===== src/scr_pkg.sv =====
package scr_pkg;

   localparam int SRC_BITS = 15;
   localparam int QUO_BITS = 15;
   localparam int OUT_SRC_BITS = 16;
   localparam int CSR_INDEX_BITS = 2;

   typedef enum logic [CSR_INDEX_BITS-1:0] {
      CSR_CLIP_LEFT   = 2'd0,
      CSR_CLIP_TOP    = 2'd1,
      CSR_CLIP_SPAN_X = 2'd2,
      CSR_CLIP_SPAN_Y = 2'd3
   } csr_index_type;

endpackage


===== src/scr_div.sv =====
module scr_div #(
   parameter int DEN_BITS = 15
) (
   input  logic                                  clock,
   input  logic                                  enable,
   input  logic [DEN_BITS+scr_pkg::QUO_BITS-1:0] num,
   input  logic [DEN_BITS-1:0]                   den,
   output logic [scr_pkg::QUO_BITS-1:0]          quo
);

   localparam int QB = scr_pkg::QUO_BITS;

   logic [DEN_BITS-1:0] rem_ff [QB];
   logic [QB-1:0]       low_ff [QB];
   logic [QB-1:0]       quo_ff [QB];
   logic [DEN_BITS-1:0] den_ff [QB];

   genvar k;
   generate
      for (k = 0; k < QB; k++) begin : g_step
         logic [DEN_BITS-1:0] rem_prev;
         logic [QB-1:0]       low_prev;
         logic [QB-1:0]       quo_prev;
         logic [DEN_BITS-1:0] den_prev;
         logic [DEN_BITS:0]   trial;
         logic                ge;
         logic [DEN_BITS:0]   diff;
         logic [DEN_BITS-1:0] rem_in;

         if (k == 0) begin : g_first
            assign rem_prev = num[DEN_BITS+QB-1:QB];
            assign low_prev = num[QB-1:0];
            assign quo_prev = '0;
            assign den_prev = den;
         end else begin : g_next
            assign rem_prev = rem_ff[k-1];
            assign low_prev = low_ff[k-1];
            assign quo_prev = quo_ff[k-1];
            assign den_prev = den_ff[k-1];
         end

         assign trial  = {rem_prev, low_prev[QB-1-k]};
         assign ge     = trial >= {1'b0, den_prev};
         assign diff   = trial - {1'b0, den_prev};
         assign rem_in = ge ? diff[DEN_BITS-1:0] : trial[DEN_BITS-1:0];

         always_ff @(posedge clock) begin
            if (enable) begin
               rem_ff[k] <= rem_in;
               low_ff[k] <= low_prev;
               quo_ff[k] <= {quo_prev[QB-2:0], ge};
               den_ff[k] <= den_prev;
            end
         end
      end
   endgenerate

   assign quo = quo_ff[QB-1];

endmodule


===== config.mk =====
export PLATFORM = sky130hd
export DESIGN_NAME = scr_div
export DESIGN_NICKNAME = d
export VERILOG_FILES = /design/src/scr_pkg.sv /design/src/scr_div.sv
export SDC_FILE = /design/constraint.sdc
export NUM_CORES = 1
export LEC_CHECK = 0
export ABC_AREA = 1
export ABC_CLOCK_PERIOD_IN_PS = 4700
export BUFFER_PORTS_ARGS = -buffer_cell sky130_fd_sc_hd__buf_2
export CORE_ASPECT_RATIO = 0.7
export CORE_MARGIN = 2
export CORE_UTILIZATION = 65
export CTS_CLUSTER_DIAMETER = 80
export DETAILED_ROUTE_END_ITERATION = 8
export PLACE_DENSITY = 0.82
export SLEW_MARGIN = 20
export SYNTH_ARGS = -nofsm -noshare
export SYNTH_HDL_FRONTEND = slang
export SYNTH_SLANG_ARGS = --single-unit

===== constraint.sdc =====
create_clock -name clock -period 4.7 [get_ports clock]
set_input_delay 0.94 -clock clock [delete_from_list [all_inputs] [get_ports clock]]
set_output_delay 0.94 -clock clock [all_outputs]
set_load 0.1 [all_outputs]

; ---- Word-level counts from Yosys, hierarchy flattened
; Memory sizes are Yosys's and may differ from the RTL's.
; Cells that the tools add are included.
[op_classes]
addsub = 15
mul = 0
n_div = 0
n_lt_le_gt_ge = 15
eq_ne = 0
shifts = 0
n_mux = 17
bitwise_logic = 0
reduce_logical = 0
[op_table]
columns = cell, n
row1 = $ge 16x15->1, 15
row2 = $mux 15, 15
row3 = $sub 15x15->15, 15
row4 = $mux 1, 2
[totals]
regBits = 0
latchBits = 0
ram_bits = 900
mem_bits_ro = 0
in_bits = 47
out_inout_bits = 15
word_cells = 51
memories = 4
[mem_list]
columns = memory, depth, word_bits, rd, rd_clocked_by_memory_dff, wr, line_no
row1 = den_ff, 15, 15, 14, 0, 15, scr_div.sv:16  ; logic [DEN_BITS-1:0] den_ff [QB];
row2 = low_ff, 15, 15, 14, 0, 15, scr_div.sv:14  ; logic [QB-1:0] low_ff [QB];
row3 = quo_ff, 15, 15, 15, 0, 15, scr_div.sv:15  ; logic [QB-1:0] quo_ff [QB];
row4 = rem_ff, 15, 15, 14, 0, 15, scr_div.sv:13  ; logic [DEN_BITS-1:0] rem_ff [QB];

; ---- Logic depth before layout (Yosys ltp)
; Gate-level depths: netlist of the first run.
; An unclocked memory read counts as a cell.
[depth]
ltp_word = 3
ltp_mapped = 14

; ---- Worst setup path after synthesis of the first run
; Ideal clock, no wire load.
[synth_timing]
path_type = in2reg
from = input num[14] (netlist bit)
to = memory rem_ff[0][6], data pin
setup_ns = 0.260
arrival_ns = 2.344
required_ns = 4.440
path_slack_ns = 2.095
stages = 12
n_path_buf = 1
path_cell_list = inv_1 -> ha_1 -> fa_1 -> inv_1 -> nand2_1 -> nand2_1 -> nand3_1 -> nand2_1 -> nand2_2 -> nand3_4 -> buf_6 -> o21ai_0
[synth_rtl]
columns = element, line_no
row1 = start: declaration, scr_div.sv:6  ; input logic [DEN_BITS+scr_pkg::QUO_BITS-1:0] num,
row2 = end: declaration, scr_div.sv:13

==> results, run 1 <==
- The proportion of layout cells with a drive suffix above 1 is around 5.3%.
- The number of detailed-routing iterations run before antenna repair is 6.
- Routability-driven placement finished with a final weighted congestion of 0.941.
- The most frequent cell on the critical path is nand2_1.
- The root buffer cell chosen for the clock tree is clkbuf_16.
- The worst setup path is of the reg -> reg kind.
- The run finished with clean final reports.
- The number of clock buffers inserted by TritonCTS is 60.
- Setup repair after global routing left no endpoint under its margin.
- No sink is reached through more buffers than the 3 on the longest clock path.
- The overall routed net length is 77800 µm.
- Dividing the detail-routed wire length by the instance count gives around 16 µm.
- The critical path goes through ha_1 -> fa_1 -> inv_1 -> nand2_1 -> nand2_1 -> nand3_1 -> nand3_1 -> nand2_1 -> nand2_2 -> inv_2 -> nand2_1 -> nand2_1.
- The largest individual stage delay along the critical path comes from the cell edfxtp_1.
- The sum of negative setup slack is 0 ns.
- The post-route fraction of the period consumed by the critical path is a little under three fifths.
- TritonCTS built the clock tree.
- The count of input and output buffers is 61.
- Data arrives at the worst endpoint at 3.04 ns.
- The register bit total from synthesis is 645.
- Subtracting the final worst setup slack from the clock period gives roughly 2.7 ns.
- The net count of the finished layout is 4516.
- After the flow finishes, the layout carries non-filler instances totaling 5018.
- After clock tree synthesis, the clock-pin slew on the worst setup and hold paths is roughly 0.070 ns.
- Counting tap cells, the placed design contains a total of roughly 4.9k instances.
- The residual overflow from global routing is 0.
- The final cell area excluding filler cells is just under 40000 µm².
- In this run, post-CTS repair resized a total of 0 instances.
- The static leakage power is 19.4 nW.
- The biggest fanout along the worst timing path is 19.
- The fraction of the mapped netlist area in adder cells is 8.53%.
- For this run, the total global-route usage over all layers was measured as 27.4%.
- The slew at the pin with the worst max-slew slack is 0.836 ns.
- The later pin in the worst-skew pair is clocked with a latency of 0.64 ns.
- The via count of the first global-routing pass came to 24.9k.
- The via count is roughly 27k.
- The floorplan has 72 rows.
- The max-capacitance violation count is 0.
- The placed instances occupy a cell area of 37400 µm².
- The effective utilization at floorplan is 65.7%.
- After synthesis, the largest family of logic cells by area is simple AND/OR/NAND/NOR gates.
- In the routed design, unresolved DRC markers number 0.
- Of the post-synthesis cell area, the part taken by muxes is 0%.
- STA classifies the critical path endpoint as a register.
- The detailed-route vias per instance is 5.33.
- The synthesized netlist devotes 2.14% of its cell area to compound gates.
- The sequential standard cell area is between 15000 and 20000 µm².
- Setup violations remaining at the end of the flow were counted as 0.
- The final clock skew is 0.0220 ns.
- Entering global routing, the biggest net connects 108 pins.
- For this design the ratio of total power to cell area is between 500 and 600 nW/µm².
- Compared with the post-synthesis result, the final layout area differs by 8.44%.
- For the worst setup path, the data required time is 5.07 ns.
- For this design, the CTS-stage hold fixing added 0 buffers.
- Measured against its own limit, the worst slew margin works out to 44.3%.
- The delay of the slowest critical-path stage is a little over 0.4 ns.
- The tightest min-delay check is of the reg -> reg type.
- The number of sinks handled by clock tree synthesis is approximately 650.
- The library cells used most frequently in the layout, excluding fill and tap cells, are nand2_1 (1464), inv_1 (820), edfxtp_1 (645).
- The wire length of the first global-routing pass is 127000 µm.
- The synthesized netlist devotes between 20% and 30% of its cell area to simple gates.
- The net count after synthesis is 4410.
- The worst hold margin is approximately 0.41 ns.
- The HPWL after detailed placement is 57900 µm.
- In this run the standard cell core region covers between 50000 and 60000 µm².
- Summing every instance area after synthesis gives between 30000 and 40000 µm².
- The hold violation count in the final report is 0.
- The number of inserted diodes is 0.
- Counting the fill cells in the layout gives 4054.
- IR analysis of the VDD net gives a maximum drop of 0.396 mV.
- The maximum frequency from static timing analysis is 375 MHz.
- The Yosys step of the flow raised 0 warnings.
- The initial antenna violation count is 1.
- From bottom edge to top edge, the die measures 202 µm.
- Leaving out fill and tap cells, the most frequent cell in the layout is nand2_1.
- The part of the Yosys area used for sequential elements is a little over half.
- The synthesized netlist devotes 1.76% of its cell area to XOR and XNOR gates.
- The number of setup buffers added after CTS is 0.
- Measured along the x axis, the die boundary spans 286 µm.
- The per-instance average area after synthesis is 8.80 µm².
- The final count of pins violating max slew is 0.
- The first routing iteration left between 3k and 4k violations.
- 62 I/O pins were placed.
- In this design, the largest share of critical-path delay is due to simple AND/OR/NAND/NOR gates.
- The post-detailed-route count of antenna-violating nets is 0.
- The die covers 57800 µm².
- Counting both buffers and inverters, the worst setup path holds a total of 2.
- The depth of the CTS H-tree is 2.
- Summing all multi-input logic gate instances after layout gives ~14000 µm².
- Counting every instance in the synthesized netlist gives 4124.
- The launching element type of the critical path is a register.
- The netlist uses 30 different library cells.
## layout make-up
cell class                      instances  share of cell area (%)
Clock inverter                         35                   0.899
Inverter                              831                    7.92
Timing Repair Buffer                   72                    1.17
Sequential cell                       645                    49.2
Tap cell                              740                    2.35
Multi-Input combinational cell       2620                    34.5
Clock buffer                           75                    4.01
## worst register-to-register path, delay by kind of cell (launching register included)
family                   cells  cell delay (ns)
buffers and inverters        2             0.35
flip-flops                   1             0.41
AND/OR/NAND/NOR              8             1.04
adder cells (fa/ha/maj)      2             0.60
## power by group
group	total (mW)	leakage, nW	switching, mW	internal [mW]
logic	9.92	12.2	6.61	3.31
registers	8.79	6.31	0.722	8.07
clock network	4.85	0.947	2.13	2.72
total	23.6	19.4	9.46	14.1
## worst paths after layout
path	endpoint	from	cells past startpoint	slack, ns
setup / recovery	rem_ff[1][74]	den_ff[1][45]	12	2.03
setup reg to reg	rem_ff[1][74]	den_ff[1][45]	12	2.03
hold reg to reg	quo_ff[12][8]	quo_ff[11][7]	0	0.41
hold / removal	quo_ff[12][8]	quo_ff[11][7]	0	0.41
## sequential cells by signal (all words and copies together) (netlist names)
signal	flops
den_ff	210
rem_ff	210
quo_ff	120
low_ff	105
## Yosys cell counts
master	n	area (µm²)
o21a_1	1	7.51
nand4_2	3	37.5
edfxtp_1	645	19400
nor2_1	228	856
nor3_1	3	15.0
nand2_2	17	106
a21oi_1	82	410
inv_2	11	41.3
o21ai_1	14	70.1
fa_1	14	280
nand3b_1	28	210
buf_6	14	158
nand2_1	1464	5500
xnor2_1	6	52.6
nand3_4	3	52.6
or2_1	3	18.8
nand4_1	66	413
ha_1	225	2820
buf_4	11	82.6
xor2_1	67	587
inv_1	820	3080
o21ai_0	48	240
buf_2	3	15.0
or2_2	18	113
and2_1	42	263
or2_0	4	25.0
nand3_1	272	1360
nor2_2	6	37.5
a21oi_4	3	48.8
nor3_4	3	48.8
## routing by layer
metal | track usage [%] | up-vias | routed length (µm)
met5 | 0 | - | 13
met4 | 6.86 | 2 | 1540
met3 | 5.00 | 118 | 6810
met2 | 39.6 | 1056 | 32700
met1 | 42.7 | 12200 | 36700
li1 | - | 13400 | -
## per-stage QoR
stage | worst slack, ns | util (%) | total power [mW]
finish | 2.03 | 71.3 | 23.6
CTS | 2.05 | 71.3 | 23.4
global route | 1.85 | 71.3 | 25.3
detailed placement | 1.71 | 67.8 | 18.5
floorplan | 2.10 | - | 16.1
global placement | 1.78 | 67.8 | 18.1
## kinds of logic after synthesis
logic type / count (synthesis)
adder cells (fa/ha/maj): 239
AND/OR/NAND/NOR: 2160
XOR/XNOR: 73
flip-flops: 645
AO/OA/AOI/OAI: 148
buffers and inverters: 859
Power figures use the tool's default switching activity.
==> inputs of run 2 (changes only) <==
--- a/config.mk
+++ b/config.mk
@@ -6,14 +6,14 @@
 export NUM_CORES = 1
 export LEC_CHECK = 0
 export ABC_AREA = 1
-export ABC_CLOCK_PERIOD_IN_PS = 4700
+export ABC_CLOCK_PERIOD_IN_PS = 2250
 export BUFFER_PORTS_ARGS = -buffer_cell sky130_fd_sc_hd__buf_2
 export CORE_ASPECT_RATIO = 0.7
 export CORE_MARGIN = 2
-export CORE_UTILIZATION = 65
+export CORE_UTILIZATION = 58
 export CTS_CLUSTER_DIAMETER = 80
 export DETAILED_ROUTE_END_ITERATION = 8
-export PLACE_DENSITY = 0.82
+export PLACE_DENSITY = 0.77
 export SLEW_MARGIN = 20
 export SYNTH_ARGS = -nofsm -noshare
 export SYNTH_HDL_FRONTEND = slang
==> constraint.sdc (replaced) <==
create_clock -name clock -period 2.25 [get_ports clock]
set_input_delay 0.45 -clock clock [delete_from_list [all_inputs] [get_ports clock]]
set_output_delay 0.45 -clock clock [all_outputs]
set_load 0.1 [all_outputs]
==> run 2 against run 1 <==
Fmax rose by 24%. Cell area grew 4.9%. Count of clock-buffer cells in the layout is 4 lower. Largest power group unchanged. Critical path type unchanged. Largest cell class unchanged. Worst setup slack worse by 1.9 ns. Die area grew 12%. Non-clock buffer count grew 128.
==> results, run 2 (synthesis results as in run 1) <==
- CTS placed an instance of clkbuf_16 at the clock tree root.
- The number of setup violations in the final report is 0.
- The number of DRC markers after the initial detailed-route iteration is 2649.
- Entering global routing, the biggest net connects 73 pins.
- The detailed router placed 26.9k vias in this run.
- The combined area of the multi-input logic cells is 13900 µm².
- The clock arrives with 0.0243 ns of skew.
- The pre-antenna-repair detailed-routing pass consisted of 8 iterations.
- Dividing the detail-routed wire length by the instance count gives between 15 and 20 µm.
- The number of standard cells in the final layout excluding fillers is 5233.
- The detailed-route vias per instance is about 5.1.
- No sink is reached through more buffers than the 3 on the longest clock path.
- After floorplanning, the core was sized to cover approximately 62000 µm².
- The critical path data required time is 2.63 ns.
- The site row count is 76.
- Timing would allow up to about 460 MHz.
- The number of inserted diodes is 0.
- In this run the static leakage power is 20.2 nW.
- At the pin with the least slew margin, the transition time is around 0.48 ns.
- In this run the critical register-to-register path is launched from rem_ff[1][25].
- The routability-driven placement congestion ratio is 0.923.
- After clock tree synthesis, the clock-pin slew on the worst setup and hold paths is 0.07 ns.
- The setup check on the worst reg-to-reg path leaves a slack of 0.1 ns.
- The hold violation count in the final report was 0.
- Of the cells placed in the final design, the portion with a size suffix greater than 1 is 9.06%.
- Along the worst path, the maximum fanout reaches 11.
- The tightest min-delay check is of the in -> reg type.
- For the worst setup path, the data arrival time is around 2.5 ns.
- Leaving out fill and tap cells, the most frequent cell in the layout is nand2_1.
- The category of the worst setup path capture point is a register.
- The number of cells traversed by the worst register-to-register path is 10.
- From bottom edge to top edge, the die measures 213 µm.
- The horizontal die dimension is 303 µm.
- The capture endpoint of the worst hold path is den_ff[0][1].
- The launching element type of the critical path is a register.
- The run finished with clean final reports.
- The initial antenna violation count came to 0.
- The first global-routing pass estimated about 130000 µm of wire.
- Once detail routing completed, the nets flagged for antenna violations numbered 0.
- The minimum period implied by the final worst setup slack is 2.15 ns.
- In this run the power density over the cells is 1250 nW/µm².
- In this run the critical register-to-register path is captured at rem_ff[1][43].
- After the last flow step, the layout net total stands at 4649.
- The via count of the first global-routing pass is 24.2k.
- The number of sinks handled by clock tree synthesis is 645.
- The max-capacitance violation count is 0.
- The largest registers in the layout are den_ff: 210 flops, rem_ff: 210 flops, quo_ff: 120 flops.
- The number of clock buffers inserted by TritonCTS is slightly above 60.
- The worst hold path begins at den[1].
- The final count of pins violating max slew is 0.
- The worst slew margin relative to its limit is 67.9%.
- The clock insertion delay at the later pin of the skew report is ~0.64 ns.
- The cell total after placement is 5066.
- The count of input and output buffers is 61.
- The overall die area is 64600 µm².
- The utilization after layout is 66.9%.
- Across every metal layer, demand over resource in global routing totals between 20% and 30%.
- The wire-length estimate of the detail-placed layout is 60000 µm.
- During I/O placement, the number of pins put on the boundary was 62.
- The top cell types in the final layout, fill and taps aside, are nand2_1 (1448), inv_1 (813), edfxtp_1 (645).
- The worst hold path stage count is 1.
- The setup path with the least slack is of type reg -> reg.
- The area added between synthesis and finish is 13.8%.
- The sequential standard cell area is 19400 µm².
- TritonCTS built the clock tree.
- The effective utilization at floorplan is a little under 60%.
- For this block, the routed nets add up to 80600 µm of wire.
- The residual overflow from global routing is 0.
- The layout has 4847 filler cells.
- The depth of the CTS H-tree is 2.
- The maximum resistive drop on vdd is 0.700 mV.
- The post-route fraction of the period consumed by the critical path is between 90% and 100%.
- After detailed routing, the number of remaining DRC violations is 0.
## run 2: worst max-delay path, cell delays in order, from the launching register on
cell      delay, ns
edfxtp_1       0.43
ha_1           0.38
nand2_1        0.14
inv_1          0.07
a21oi_1        0.21
nor2_1         0.06
nor2_1         0.17
nand2_4        0.12
buf_12         0.16
nand3_1        0.08
nand2_1        0.07
## run 2: worst max path at each step
stage	from	endpoint	slack (ns)	cells after the start
floorplan	num[14]	rem_ff[0][6]	0.14	12
global placement	num[14]	rem_ff[0][1]	-0.05	12
detailed placement	num[14]	rem_ff[0][2]	-0.09	12
CTS	den_ff[1][30]	rem_ff[1][59]	0.007	12
global route	rem_ff[0][54]	rem_ff[0][61]	-0.03	10
finish	rem_ff[1][25]	rem_ff[1][43]	0.1	10
## run 2: where the power goes
part           leakage [nW]  internal [mW]  switching, mW
combinational          12.9           8.09           14.3
clock                 0.989           6.18           4.49
sequential             6.31           16.8           1.56
## run 2: metrics by stage
stage	setup WS (ns)	hold slack [ns]	cell area, µm²	total power [mW]	setup TNS, ns
4_1_cts	0.00689	0.00577	40700	50.3	0
5_1_grt	-0.0322	0.0266	41300	55.3	-0.395
6_report	0.0963	0.0375	41300	51.4	0
3_3_place_gp	-0.0491	0.400	38300	39.0	-0.286
2_1_floorplan	0.135	0.400	36300	33.6	0
3_5_place_dp	-0.0922	0.405	38300	39.5	-0.853
## run 2: repair_timing
item	in CTS	in global routing
pin swaps	0	18
endpoints found under the setup margin	2	205
gates cloned	0	7
endpoints found under the hold margin	28	0
resized for setup	2	129
buffers inserted	2	16
hold buffers	28	0
## run 2: final cells by class
| cell class | count | area share (%) |
|---|---|---|
| Clock buffer | 71 | 3.84 |
| Clock inverter | 43 | 1.18 |
| Inverter | 831 | 7.66 |
| Multi-Input combinational cell | 2624 | 33.7 |
| Sequential cell | 645 | 46.9 |
| Tap cell | 819 | 2.48 |
| Timing Repair Buffer | 200 | 4.22 |
## run 2: metal layers
layer	share of wire [%]	vias to the layer above	track usage, %
li1	-	13700	-
met1	49	12200	39.9
met2	41	879	35.1
met3	7.7	106	3.95
met4	1.8	0	5.33
met5	0	-	0
